### src/rtl/core/pdab_pkg.sv
// Shared types, widths and constants for the deadband PID controller.
`default_nettype none
package pdab_pkg;

  localparam int GainW  = 16;
  localparam int PosW   = 16;
  localparam int ErrW   = PosW + 1;
  localparam int ProdW  = GainW + ErrW;
  localparam int AccW   = 40;
  localparam int SumW   = AccW + 1;
  localparam int ResW   = ProdW + 2;
  localparam int DriveW = 16;
  localparam int DzW    = 12;
  localparam int ThrW   = DzW + 1;
  localparam int CntW   = 2;
  localparam int CfgIdxW = 2;

  // Q.8 constants: 100 is 25600 and 2 is 512.
  localparam int Q8Hundred = 25600;
  localparam int Q8Two     = 512;
  localparam int ErrLimit  = 100;

  typedef enum logic [CfgIdxW-1:0] {
    CFG_PROP_GAIN  = 2'd0,
    CFG_INTEG_GAIN = 2'd1,
    CFG_DERIV_GAIN = 2'd2,
    CFG_DEAD_ZONE  = 2'd3
  } cfg_idx_t;

  typedef struct packed {
    logic signed [GainW-1:0] prop_gain;
    logic signed [GainW-1:0] integ_gain;
    logic signed [GainW-1:0] deriv_gain;
    logic [DzW-1:0]          dead_zone;
  } cfg_t;

  // One item after the multiplier stage.
  typedef struct packed {
    logic                     preset;
    logic signed [ErrW-1:0]   err;
    logic signed [ProdW-1:0]  p_term;
    logic signed [ProdW-1:0]  i_step;
    logic signed [ProdW-1:0]  d_term;
    logic signed [DriveW-1:0] integ_preset;
  } stage_t;

endpackage
`default_nettype wire

### src/rtl/core/pdab_front.sv
// Input register, error and gain products, and the product stage register.
`default_nettype none
module pdab_front import pdab_pkg::*; (
  input  wire logic                    clk,
  input  wire logic                    rst_n,
  input  wire cfg_t                    cfg,
  input  wire logic                    in_valid,
  output logic                         in_stall,
  input  wire logic                    in_op,
  input  wire logic signed [PosW-1:0]  in_measured,
  input  wire logic signed [PosW-1:0]  in_target,
  input  wire logic signed [DriveW-1:0] in_integ_preset,
  input  wire logic                    s1_take,
  output logic                         s1_valid,
  output stage_t                       s1_data
);

  logic                     s0_v_r, s0_v_nxt;
  logic                     s0_op_r;
  logic signed [PosW-1:0]   s0_meas_r;
  logic signed [PosW-1:0]   s0_tgt_r;
  logic signed [DriveW-1:0] s0_pre_r;
  logic signed [PosW-1:0]   prev_pos_r, prev_pos_nxt;
  logic                     s1_v_r, s1_v_nxt;
  stage_t                   s1_r, s1_nxt;

  logic                     s0_fire;
  logic                     in_take;
  logic signed [ErrW-1:0]   err;
  logic signed [ErrW-1:0]   dpos;
  logic signed [ProdW-1:0]  err_x, dpos_x, pg_x, ig_x, dg_x;

  assign s0_fire  = s0_v_r && (!s1_v_r || s1_take);
  assign in_stall = s0_v_r && !s0_fire;
  assign in_take  = in_valid && !in_stall;

  assign err  = ErrW'(s0_tgt_r) - ErrW'(s0_meas_r);
  assign dpos = ErrW'(s0_meas_r) - ErrW'(prev_pos_r);

  assign err_x  = ProdW'(err);
  assign dpos_x = ProdW'(dpos);
  assign pg_x   = ProdW'(cfg.prop_gain);
  assign ig_x   = ProdW'(cfg.integ_gain);
  assign dg_x   = ProdW'(cfg.deriv_gain);

  always_comb begin
    s1_nxt.preset       = s0_op_r;
    s1_nxt.err          = err;
    s1_nxt.p_term       = pg_x * err_x;
    s1_nxt.i_step       = ig_x * err_x;
    s1_nxt.d_term       = dg_x * dpos_x;
    s1_nxt.integ_preset = s0_pre_r;
  end

  always_comb begin
    s0_v_nxt = s0_v_r;
    if (in_take) begin
      s0_v_nxt = 1'b1;
    end else if (s0_fire) begin
      s0_v_nxt = 1'b0;
    end
    s1_v_nxt = s1_v_r;
    if (s0_fire) begin
      s1_v_nxt = 1'b1;
    end else if (s1_take) begin
      s1_v_nxt = 1'b0;
    end
    // A preset leaves the remembered position alone.
    prev_pos_nxt = prev_pos_r;
    if (s0_fire && !s0_op_r) begin
      prev_pos_nxt = s0_meas_r;
    end
  end

  always_ff @(posedge clk) begin
    if (!rst_n) begin
      s0_v_r     <= 1'b0;
      s1_v_r     <= 1'b0;
      prev_pos_r <= '0;
    end else begin
      s0_v_r     <= s0_v_nxt;
      s1_v_r     <= s1_v_nxt;
      prev_pos_r <= prev_pos_nxt;
    end
  end

  always_ff @(posedge clk) begin
    if (in_take) begin
      s0_op_r   <= in_op;
      s0_meas_r <= in_measured;
      s0_tgt_r  <= in_target;
      s0_pre_r  <= in_integ_preset;
    end
    if (s0_fire) begin
      s1_r <= s1_nxt;
    end
  end

  assign s1_valid = s1_v_r;
  assign s1_data  = s1_r;

endmodule
`default_nettype wire

### src/rtl/core/pdab_back.sv
// Integrator, deadband and anti-bounce state, output shaping and result register.
`default_nettype none
module pdab_back import pdab_pkg::*; (
  input  wire logic                     clk,
  input  wire logic                     rst_n,
  input  wire cfg_t                     cfg,
  input  wire logic                     cfg_clear,
  input  wire logic                     s1_valid,
  input  wire stage_t                   s1_data,
  output logic                          s1_take,
  output logic                          out_valid,
  input  wire logic                     out_stall,
  output logic signed [DriveW-1:0]      out_drive
);

  localparam logic signed [ProdW-1:0] PHi  = ProdW'(Q8Hundred);
  localparam logic signed [ProdW-1:0] PLo  = -ProdW'(Q8Hundred);
  localparam logic signed [SumW-1:0]  SHi  = SumW'(Q8Hundred);
  localparam logic signed [SumW-1:0]  SLo  = -SumW'(Q8Hundred);
  localparam logic signed [ResW-1:0]  RHi  = ResW'(Q8Hundred);
  localparam logic signed [ResW-1:0]  RLo  = -ResW'(Q8Hundred);
  localparam logic signed [ResW-1:0]  RTwo = ResW'(Q8Two);
  localparam logic signed [ResW-1:0]  RNTwo = -ResW'(Q8Two);
  localparam logic signed [ErrW-1:0]  EHi  = ErrW'(ErrLimit);
  localparam logic signed [ErrW-1:0]  ELo  = -ErrW'(ErrLimit);
  localparam logic [CntW-1:0]         CntTop = CntW'(3);

  logic signed [AccW-1:0]   acc_r, acc_nxt;
  logic [CntW-1:0]          bc_r, bc_nxt;
  logic [CntW-1:0]          sw_r, sw_nxt;
  logic                     pwz_r, pwz_nxt;
  logic                     out_valid_r, out_valid_nxt;
  logic signed [DriveW-1:0] out_drive_r, out_drive_nxt;

  logic                     large_err, outside, p_large, restart, nz;
  logic [ErrW-1:0]          aerr;
  logic [ThrW-1:0]          thr;
  logic [CntW-1:0]          bc0, sw0, bc1, bc2, sw1, sw2;
  logic signed [SumW-1:0]   acc_sum;
  logic signed [DriveW-1:0] acc_cl, acc1;
  logic signed [ResW-1:0]   res, res_adj;
  logic signed [AccW-1:0]   i_x, boost, acc_new;
  logic signed [DriveW-1:0] drive;

  assign s1_take = s1_valid && (s1_data.preset || !out_valid_r || !out_stall);

  always_comb begin
    large_err = (s1_data.err > EHi) || (s1_data.err < ELo);
    aerr      = s1_data.err[ErrW-1] ? (~s1_data.err + 1'b1) : s1_data.err;
    bc0       = large_err ? '0 : bc_r;
    sw0       = large_err ? '0 : sw_r;
    thr       = {1'b0, cfg.dead_zone} + ThrW'(sw0);
    outside   = aerr > ErrW'(thr);
    p_large   = (s1_data.p_term >= PHi) || (s1_data.p_term <= PLo);

    acc_sum = SumW'(acc_r) + SumW'(s1_data.i_step);
    if (acc_sum > SHi) begin
      acc_cl = DriveW'(Q8Hundred);
    end else if (acc_sum < SLo) begin
      acc_cl = -DriveW'(Q8Hundred);
    end else begin
      acc_cl = acc_sum[DriveW-1:0];
    end
    acc1 = (outside && !p_large) ? acc_cl : '0;

    if (outside) begin
      res = ResW'(s1_data.p_term) + ResW'(acc1) + ResW'(s1_data.d_term);
    end else begin
      res = '0;
    end

    // Small nonzero outputs are pushed out to a magnitude of two.
    res_adj = res;
    if (res > 0 && res < RTwo) begin
      res_adj = RTwo;
    end else if (res < 0 && res > RNTwo) begin
      res_adj = RNTwo;
    end
    nz      = res != '0;
    restart = nz && pwz_r;

    // The restart boost is fifty times the I step: 32 + 16 + 2.
    i_x     = AccW'(s1_data.i_step);
    boost   = (i_x <<< 5) + (i_x <<< 4) + (i_x <<< 1);
    acc_new = AccW'(acc1) + (restart ? boost : '0);

    bc1 = restart ? bc0 + 1'b1 : bc0;
    if (bc1 == CntTop) begin
      bc2 = '0;
      sw1 = sw0 + 1'b1;
    end else begin
      bc2 = bc1;
      sw1 = sw0;
    end
    sw2 = (sw1 == CntTop) ? '0 : sw1;

    if (res_adj > RHi) begin
      drive = DriveW'(Q8Hundred);
    end else if (res_adj < RLo) begin
      drive = -DriveW'(Q8Hundred);
    end else begin
      drive = res_adj[DriveW-1:0];
    end
  end

  always_comb begin
    acc_nxt       = acc_r;
    bc_nxt        = bc_r;
    sw_nxt        = sw_r;
    pwz_nxt       = pwz_r;
    out_drive_nxt = out_drive_r;
    out_valid_nxt = out_valid_r && out_stall;
    if (cfg_clear) begin
      acc_nxt = '0;
    end else if (s1_take) begin
      if (s1_data.preset) begin
        acc_nxt = AccW'(s1_data.integ_preset);
      end else begin
        acc_nxt       = acc_new;
        bc_nxt        = bc2;
        sw_nxt        = sw2;
        pwz_nxt       = !nz;
        out_drive_nxt = drive;
        out_valid_nxt = 1'b1;
      end
    end
  end

  always_ff @(posedge clk) begin
    if (!rst_n) begin
      acc_r       <= '0;
      bc_r        <= '0;
      sw_r        <= '0;
      pwz_r       <= 1'b1;
      out_valid_r <= 1'b0;
    end else begin
      acc_r       <= acc_nxt;
      bc_r        <= bc_nxt;
      sw_r        <= sw_nxt;
      pwz_r       <= pwz_nxt;
      out_valid_r <= out_valid_nxt;
    end
  end

  always_ff @(posedge clk) begin
    out_drive_r <= out_drive_nxt;
  end

  assign out_valid = out_valid_r;
  assign out_drive = out_drive_r;

endmodule
`default_nettype wire

### src/rtl/core/pid_deadband_antibounce.sv
// Top level of the deadband PID position controller with anti-bounce.
// Takes one item per clock cycle when the result side keeps up. A control step
// passes the input register, the product register and the result register in
// that order; a preset gives no result. The rate is set by the integrator
// update, which closes its state loop. The three gain multipliers sit in
// their own stage ahead of it. Configuration writes are always ready, take
// effect at once and clear the integral; write them only while no item is in
// flight. A result waiting in the output register does not stop new items
// from filling the first two stages.
`default_nettype none
module pid_deadband_antibounce import pdab_pkg::*; (
  input  wire logic                      clk,
  input  wire logic                      rst_n,
  input  wire logic                      in_valid,
  output logic                           in_stall,
  input  wire logic                      in_op,
  input  wire logic signed [PosW-1:0]    in_measured,
  input  wire logic signed [PosW-1:0]    in_target,
  input  wire logic signed [DriveW-1:0]  in_integ_preset,
  output logic                           out_valid,
  input  wire logic                      out_stall,
  output logic signed [DriveW-1:0]       out_drive,
  input  wire logic                      cfg_valid,
  output logic                           cfg_ready,
  input  wire logic [CfgIdxW-1:0]        cfg_index,
  input  wire logic [GainW-1:0]          cfg_data
);

  cfg_t   cfg_r, cfg_nxt;
  logic   cfg_we;
  logic   cfg_clear;
  logic   s1_take;
  logic   s1_valid;
  stage_t s1_data;

  assign cfg_ready = 1'b1;
  assign cfg_we    = cfg_valid && cfg_ready;

  always_comb begin
    cfg_nxt   = cfg_r;
    cfg_clear = 1'b0;
    if (cfg_we) begin
      cfg_clear = 1'b1;
      case (cfg_idx_t'(cfg_index))
        CFG_PROP_GAIN:  cfg_nxt.prop_gain  = cfg_data;
        CFG_INTEG_GAIN: cfg_nxt.integ_gain = cfg_data;
        CFG_DERIV_GAIN: cfg_nxt.deriv_gain = cfg_data;
        CFG_DEAD_ZONE:  cfg_nxt.dead_zone  = cfg_data[DzW-1:0];
        default:        cfg_clear = 1'b0;
      endcase
    end
  end

  always_ff @(posedge clk) begin
    if (!rst_n) begin
      cfg_r <= '0;
    end else begin
      cfg_r <= cfg_nxt;
    end
  end

  pdab_front u_front (
    .clk             (clk),
    .rst_n           (rst_n),
    .cfg             (cfg_r),
    .in_valid        (in_valid),
    .in_stall        (in_stall),
    .in_op           (in_op),
    .in_measured     (in_measured),
    .in_target       (in_target),
    .in_integ_preset (in_integ_preset),
    .s1_take         (s1_take),
    .s1_valid        (s1_valid),
    .s1_data         (s1_data)
  );

  pdab_back u_back (
    .clk       (clk),
    .rst_n     (rst_n),
    .cfg       (cfg_r),
    .cfg_clear (cfg_clear),
    .s1_valid  (s1_valid),
    .s1_data   (s1_data),
    .s1_take   (s1_take),
    .out_valid (out_valid),
    .out_stall (out_stall),
    .out_drive (out_drive)
  );

endmodule
`default_nettype wire
### config.mk
export PLATFORM = sky130hd
export DESIGN_NAME = pid_deadband_antibounce
export DESIGN_NICKNAME = d
export VERILOG_FILES = /design/src/rtl/core/pdab_pkg.sv /design/src/rtl/core/pdab_front.sv /design/src/rtl/core/pdab_back.sv /design/src/rtl/core/pid_deadband_antibounce.sv
export SDC_FILE = /design/constraint.sdc
export NUM_CORES = 2
export LEC_CHECK = 0
export ABC_AREA = 0
export ABC_CLOCK_PERIOD_IN_PS = 14100
export BUFFER_PORTS_ARGS = -buffer_cell sky130_fd_sc_hd__buf_2
export CORE_MARGIN = 5
export CORE_UTILIZATION = 29
export DETAILED_ROUTE_END_ITERATION = 8
export GPL_TIMING_DRIVEN = 0
export SYNTH_ARGS = -nofsm -noshare
export SYNTH_HDL_FRONTEND = slang
export SYNTH_HIERARCHICAL = 1
export SYNTH_SLANG_ARGS = --single-unit
### constraint.sdc
create_clock -name clk -period 14.1 [get_ports clk]
set_clock_uncertainty 0.1 [all_clocks]
set_input_delay 2.82 -clock clk [delete_from_list [all_inputs] [get_ports clk]]
set_output_delay 2.82 -clock clk [all_outputs]
set_load 0.02 [all_outputs]
Word-level counts from Yosys, hierarchy flattened. Cells that the tools add are included.

Register bits: 322. Word-level logic and storage cells: 119.

$add $sub $neg: 12. $mul: 3. $lt $le $gt $ge: 13. Eq/ne operators: 5. Muxes and demuxes: 24. Bitwise gates (word level): 4. Reduce and logical (&&, ||, !) cells: 34.

Operators with widths (count): two-way mux 35 bit (3); multiplier 16 x 17 -> 33 bit (3); two-way mux 40 bit (2); two-way mux 16 bit (4); adder 40 x 33 -> 41 bit (1); greater-than comparator 41 x 16 -> 1 bit (second input constant) (1); less-than comparator 41 x 16 -> 1 bit (second input constant) (1); adder 39 x 34 -> 40 bit (1); adder 40 bit (1); adder 38 x 37 -> 39 bit (1); adder 34 x 33 -> 35 bit (1); greater-than comparator 35 x 1 -> 1 bit (second input constant) (1); greater-than comparator 35 x 10 -> 1 bit (second input constant) (1); greater-than comparator 35 x 16 -> 1 bit (second input constant) (1); less-than comparator 35 x 1 -> 1 bit (second input constant) (1); less-than comparator 35 x 11 -> 1 bit (second input constant) (1); less-than comparator 35 x 16 -> 1 bit (second input constant) (1); nonzero test 35 bit (1); adder 33 x 16 -> 34 bit (1); subtractor 16 x 16 -> 17 bit (2); >= comparator 33 x 16 -> 1 bit (second input constant) (1); <= comparator 33 x 16 -> 1 bit (second input constant) (1); adder 17 x 1 -> 17 bit (second input constant) (1); greater-than comparator 17 x 13 -> 1 bit (1); other kinds (19) (62).

Longest topological paths before layout.
Word-level depth: 17. Gate-level depth with buffers: 56. Gate-level depth less buffers: 53.

Hierarchy. The synthesis kept the hierarchy.

By module, submodules not included: pdab_front (times used 1, cells each 4037, area each 39211.4 um^2, seq. area each 5825.6 um^2); pdab_back (times used 1, cells each 1729, area each 13227.7 um^2, seq. area each 1401.3 um^2); pid_deadband_antibounce (times used 1, cells each 217, area each 2269.7 um^2, seq. area each 1201.2 um^2).

Worst setup path before layout. No wires, ideal clock.

Path type: register to register. From: reg u_front.s1_r, in the netlist u_front/s1_data[124]. To: reg u_back.acc_r[39]. Setup time: 70 ps. Arrival time: 12554 ps. Data required time: 13930 ps. Setup slack: 1376 ps. Stages on the path, launching flop included: 52. Period minus slack after synthesis: 12724 ps. Cell sequence: edfxtp_1 -> or4_1 -> nor3_1 -> a21oi_1 -> nor2b_1 -> ha_1 -> fa_1 -> nand3_1 -> nor2_1 -> and3_1 -> nand3_1 -> xor2_1 -> ha_1 -> nand4_1 -> nor2_1 -> inv_1 -> o221a_2 -> o221ai_1 -> [16 not listed] -> nand3_1 -> o21ai_1 -> clkbuf_1 -> nor2_1 -> ha_1 -> a21o_1 -> a21o_1 -> a21oi_1 -> o21bai_1 -> a21oi_1 -> a31oi_1 -> o221a_2 -> o41a_1 -> a31o_2 -> nand3_1 -> o21ai_0 -> a2111o_1 -> a21oi_1.

Word-level cells in the longest chain between the ends: 15. Elaborated cells on any way between the ends: 19.

Ends and longest elaborated chain: from (decl) (line pdab_front.sv:25) `stage_t s1_r, s1_nxt;`; from (signal assigned) (line pdab_front.sv:95) `s1_r <= s1_nxt;`; greater-than comparator 17 x 8 -> 1 bit or less-than comparator 17 x 8 -> 1 bit (tied branches) (line pdab_back.sv:48) `large_err = (s1_data.err > EHi) || (s1_data.err < ELo);`; logical OR 1 bit (line pdab_back.sv:48); two-way mux 2 bit (line pdab_back.sv:51) `sw0 = large_err ? '0 : sw_r;`; adder 12 x 2 -> 13 bit (line pdab_back.sv:52) `thr = {1'b0, cfg.dead_zone} + ThrW'(sw0);`; greater-than comparator 17 x 13 -> 1 bit * (line pdab_back.sv:53) `outside = aerr > ErrW'(thr);`; logical AND 1 bit (line pdab_back.sv:64) `acc1 = (outside && !p_large) ? acc_cl : '0;`; two-way mux 16 bit (line pdab_back.sv:64); adder 33 x 16 -> 34 bit (line pdab_back.sv:67) `res = ResW'(s1_data.p_term) + ResW'(acc1) + ResW'(s1_data.d_term);`; adder 34 x 33 -> 35 bit (line pdab_back.sv:67); two-way mux 35 bit (line pdab_back.sv:66) `if (outside) begin`; nonzero test 35 bit (line pdab_back.sv:79) `nz = res != '0;`; logical AND 1 bit (line pdab_back.sv:80) `restart = nz && pwz_r;`; two-way mux 40 bit (line pdab_back.sv:85) `acc_new = AccW'(acc1) + (restart ? boost : '0);`; adder 40 bit * (line pdab_back.sv:85); two-way mux 40 bit * (line pdab_back.sv:116) `if (s1_data.preset) begin`; to (signal assigned) (line pdab_back.sv:137) `acc_r <= acc_nxt;`; to (decl) (line pdab_back.sv:28) `logic signed [AccW-1:0] acc_r, acc_nxt;`.

Every way passes the cells marked *; elsewhere a longest branch is shown, timed or not. A chain may end at the register's enable or synchronous reset.

Worst setup path in the final report. Ends and elaborated chain as after synthesis.

==> results.py <==
metrics = {
    "outcome": {
        "outcome": "completed",
    },
    "setup_path": {
        "reg2reg_setup_slack_ps": 890,
        "critPathLaunchType": "register",
        "crit_required_ps": 14550,
        "endpoint_kind": "register",
        "crit_buf_inv": 5,
        "crit_type": "reg2reg",
        "cp_top_family": "compound AO/OA/AOI/OAI gates",
        "critPathMaxStageDelay_ps": 660,
        "cp_max_fo": 10,
        "cp_data_arrival_time_ps": 13660,
        "cp_slowest_cell": "or4_1",
    },
    "floorplanning": {
        "initial_utilization_pct": 29.1,
        "die_y_um": 444,
        "core_area_um2": 188000,
        "dieArea_um2": 197000,
        "ios": 91,
        "fp.dieW_um": 444,
        "rows": 159,
    },
    "placement": {
        "gp_congestion": 0.919,
        "place_area_um2": 58500,
        "hpwlAfterDp_um": 132000,
        "io_buffers": 89,
        "pre_cts_ws_ps": -896,
    },
    "final_layout": {
        "fin_nets": 7541,
        "post-route-cell-area_um2": 60000,
        "drive_above_1_share_pct": 4.79,
        "final_util_pct": 31.9,
        "fill_cells": 19600,
        "syn_to_final_growth_pct": 9.65,
    },
    "power": {
        "internal_power_mw": 3.06,
        "peakVddDrop_mv": 0.0791,
        "power.density_nw_per_um2": 96.7,
        "swShare_pct": 47.3,
        "power.total_mw": 5.80,
        "leakage_nw": 28.4,
        "combPwrFrac_pct": 59.3,
        "p_sw_mw": 2.74,
        "p_seq_share_pct": 21.7,
        "clkPwrFrac_pct": 19.0,
    },
    "timing": {
        "fmax_ghz": 0.0757,
        "final.min_clock_period_ps": 13210,
        "rsz0062_at_grt": "false",
        "setup_ws_ps": 890,
        "slew_violations": 0,
        "hold_viol": 0,
        "setup_viol": 0,
        "finalCritPeriodShare_pct": 93.7,
        "relSlewSlack_pct": 8.63,
        "worstMarginPinSlew_ps": 1350,
        "fin_hold_ws_ps": 316,
    },
    "global_routing": {
        "antenna_found_initial": 10,
        "grt_first_pass_wirelength_um": 246000,
        "grtUsageTotal_pct": 15.8,
        "grt_pass1_vias": 42800,
        "grt_max_degree": 35,
        "gr-total-overflow": 0,
    },
    "job": {
        "maxCapViolCount": 0,
    },
    "detailed_routing": {
        "wire_per_inst_um": 18.0,
        "drt_iter0_markers": 2850,
        "drt-pass1-iter-count": 6,
        "drt_wl_total_um": 156000,
        "ant_nets": 0,
        "via_per_inst": 4.78,
        "drc": 0,
        "vias": 41400,
    },
    "clock_tree": {
        "clk_transition_reported_paths_ps": 60,
        "cts_root_buffer": "clkbuf_16",
        "cts.sinks": 322,
        "htreeDepth": 2,
        "ctsHoldBuffers": 0,
        "clk_path_buf_depth": 3,
        "cts_tree": "yes",
        "clkLatencyLatePin_ps": 640,
        "cts_buffers": 41,
    },
    "synth": {
        "seq_area_frac_synth_pct": 15.4,
        "yosys_warnings": 6,
        "yosys.area.top_type": "fa_1",
        "synth_nets": 7398,
        "synth_cells": 5983,
        "synth_flop_cell": "edfxtp_1",
        "netlist_area_um2": 54700,
        "syn_avg_cell_area_um2": 9.14,
        "synth_area_leaders": "fa_1, edfxtp_1, ha_1",
        "yosys_register_bits": 322,
        "synth_edf_count": 198,
        "async_flop_share_pct": 0,
        "ys_types": 108,
        "synth_top_cell_area_share_pct": 32.9,
    },
    "worst_hold_path": {
        "hold_path.class": "reg2reg",
    },
}
## cells in the mapped netlist, types with 10 or more instances
cell type     n
a211oi_1     38
a21boi_0     28
a21o_1      126
a21oi_1     247
a31oi_1      24
and2_1      335
and3_1       24
and4_1       11
buf_2        20
clkbuf_1    160
dfxtp_1     124
edfxtp_1    198
fa_1        899
ha_1        444
inv_1      1169
mux2_2       10
mux2i_1      77
nand2_1     662
nand2b_1     52
nand3_1      73
nand4_1      43
nor2_1      251
nor2b_1      98
nor3_1       53
nor4_1       25
o211a_1      16
o211ai_1     31
o21a_1       42
o21ai_0     169
o21ai_1      12
o21bai_1     29
o31ai_1      10
or3_1        17
xnor2_1     177
xor2_1       77
## power groups by stage
stage                     Sequential (mW)  Clock [mW]  Combinational [mW]
after floorplan                      1.21           0                2.53
after global placement               1.28           0                3.34
after detailed placement             1.27           0                3.41
after CTS                            1.25        1.14                3.43
after global routing                 1.27        1.17                3.88
final                                1.26        1.10                3.44
## through the flow
step                      TNS, ps  cells
after global routing            0   8657
after CTS                       0   8654
after detailed placement    -8820   8574
after floorplan                 0   5983
final                           0   8660
after global placement    -187170   8567
## worst reg2reg max path, delay by kind of cell (launching register included)
kind / cells / cell delay (ps)
and+or+nand+nor: 17 / 3630
DFF: 1 / 480
AOI/OAI and AO/OA: 22 / 5580
adders and majority gates: 7 / 2220
buffers and inverters: 5 / 960
xor gates and xnor gates: 1 / 160
## cells by family (layout without fill, tap and decap cells)
group | Yosys count | in the layout | share of synthesized area (%)
xor+xnor | 254 | 254 | 4.07
simple gates | 1703 | 1703 | 15.3
mux | 88 | 88 | 1.64
buf+inv | 1374 | 1550 | 9.71
flops | 322 | 322 | 15.4
other cells | 1 | 7 | 0.00685
compound gates | 898 | 898 | 10.8
fa+ha+maj | 1343 | 1343 | 43.1
## flip-flops by register name, summed over array words and instances, names as in the netlist, 2 cells and up
name,cells
u_front/s0_meas_r,16
u_back/bc_r,2
u_back/acc_r,40
u_front/prev_pos_r,16
u_front/s0_pre_r,16
u_front/s0_tgt_r,16
cfg_r,60
u_front/s1_data,133
u_back/out_drive,16
u_back/sw_r,2
## per-layer routing
layer | share of wire (%) | track usage, % | up-vias
li1 | - | - | 19400
met4 | 4.1 | 5.84 | 0
met3 | 6.3 | 2.43 | 233
met2 | 46 | 26.1 | 1163
met5 | 0 | 0 | -
met1 | 44 | 21.0 | 20600
## what timing repair did
| action | in CTS | in global routing |
|---|---|---|
| resized for setup | 7 | 13 |
| pin swaps | 0 | 0 |
| setup endpoints to repair | 19 | 18 |
| buffers inserted | 4 | 0 |
## placed cells by master (no fill, tap or decap), drive strengths merged, types with 43 or more instances in the layout
| master | count |
|---|---|
| o21ai | 182 |
| nand3 | 74 |
| inv | 1175 |
| dfxtp | 124 |
| mux2i | 77 |
| a21oi | 249 |
| xnor2 | 177 |
| nor3 | 55 |
| nor2b | 98 |
| nand4 | 43 |
| and2 | 336 |
| fa | 899 |
| ha | 444 |
| buf | 144 |
| a21o | 126 |
| xor2 | 77 |
| clkbuf | 206 |
| nand2 | 662 |
| edfxtp | 198 |
| nor2 | 251 |
| nand2b | 52 |
## path summary, 6_finish.rpt
path / cells past startpoint / from / endpoint
max reg2reg: 52 / u_front/s1_data[124] / u_back/acc_r[39]
min reg2reg: 0 / u_front/s0_pre_r[9] / u_front/s1_data[9]
min: 0 / u_front/s0_pre_r[9] / u_front/s1_data[9]
max: 52 / u_front/s1_data[124] / u_back/acc_r[39]
## layout make-up
| class | count | area (um^2) | share of cell area [%] |
|---|---|---|---|
| inverters | 1170 | 4400 | 7.33 |
| well taps | 2495 | 3120 | 5.20 |
| multi-input cells | 4287 | 41100 | 68.5 |
| flip-flops and latches | 322 | 8430 | 14.0 |
| clock buffers | 46 | 1090 | 1.82 |
| clock inverters | 30 | 309 | 0.515 |
| repair buffers | 101 | 637 | 1.06 |
| plain buffers | 203 | 922 | 1.54 |
| diodes | 6 | 15.0 | 0.0250 |
No activity file was read; power rests on OpenSTA's default activity.
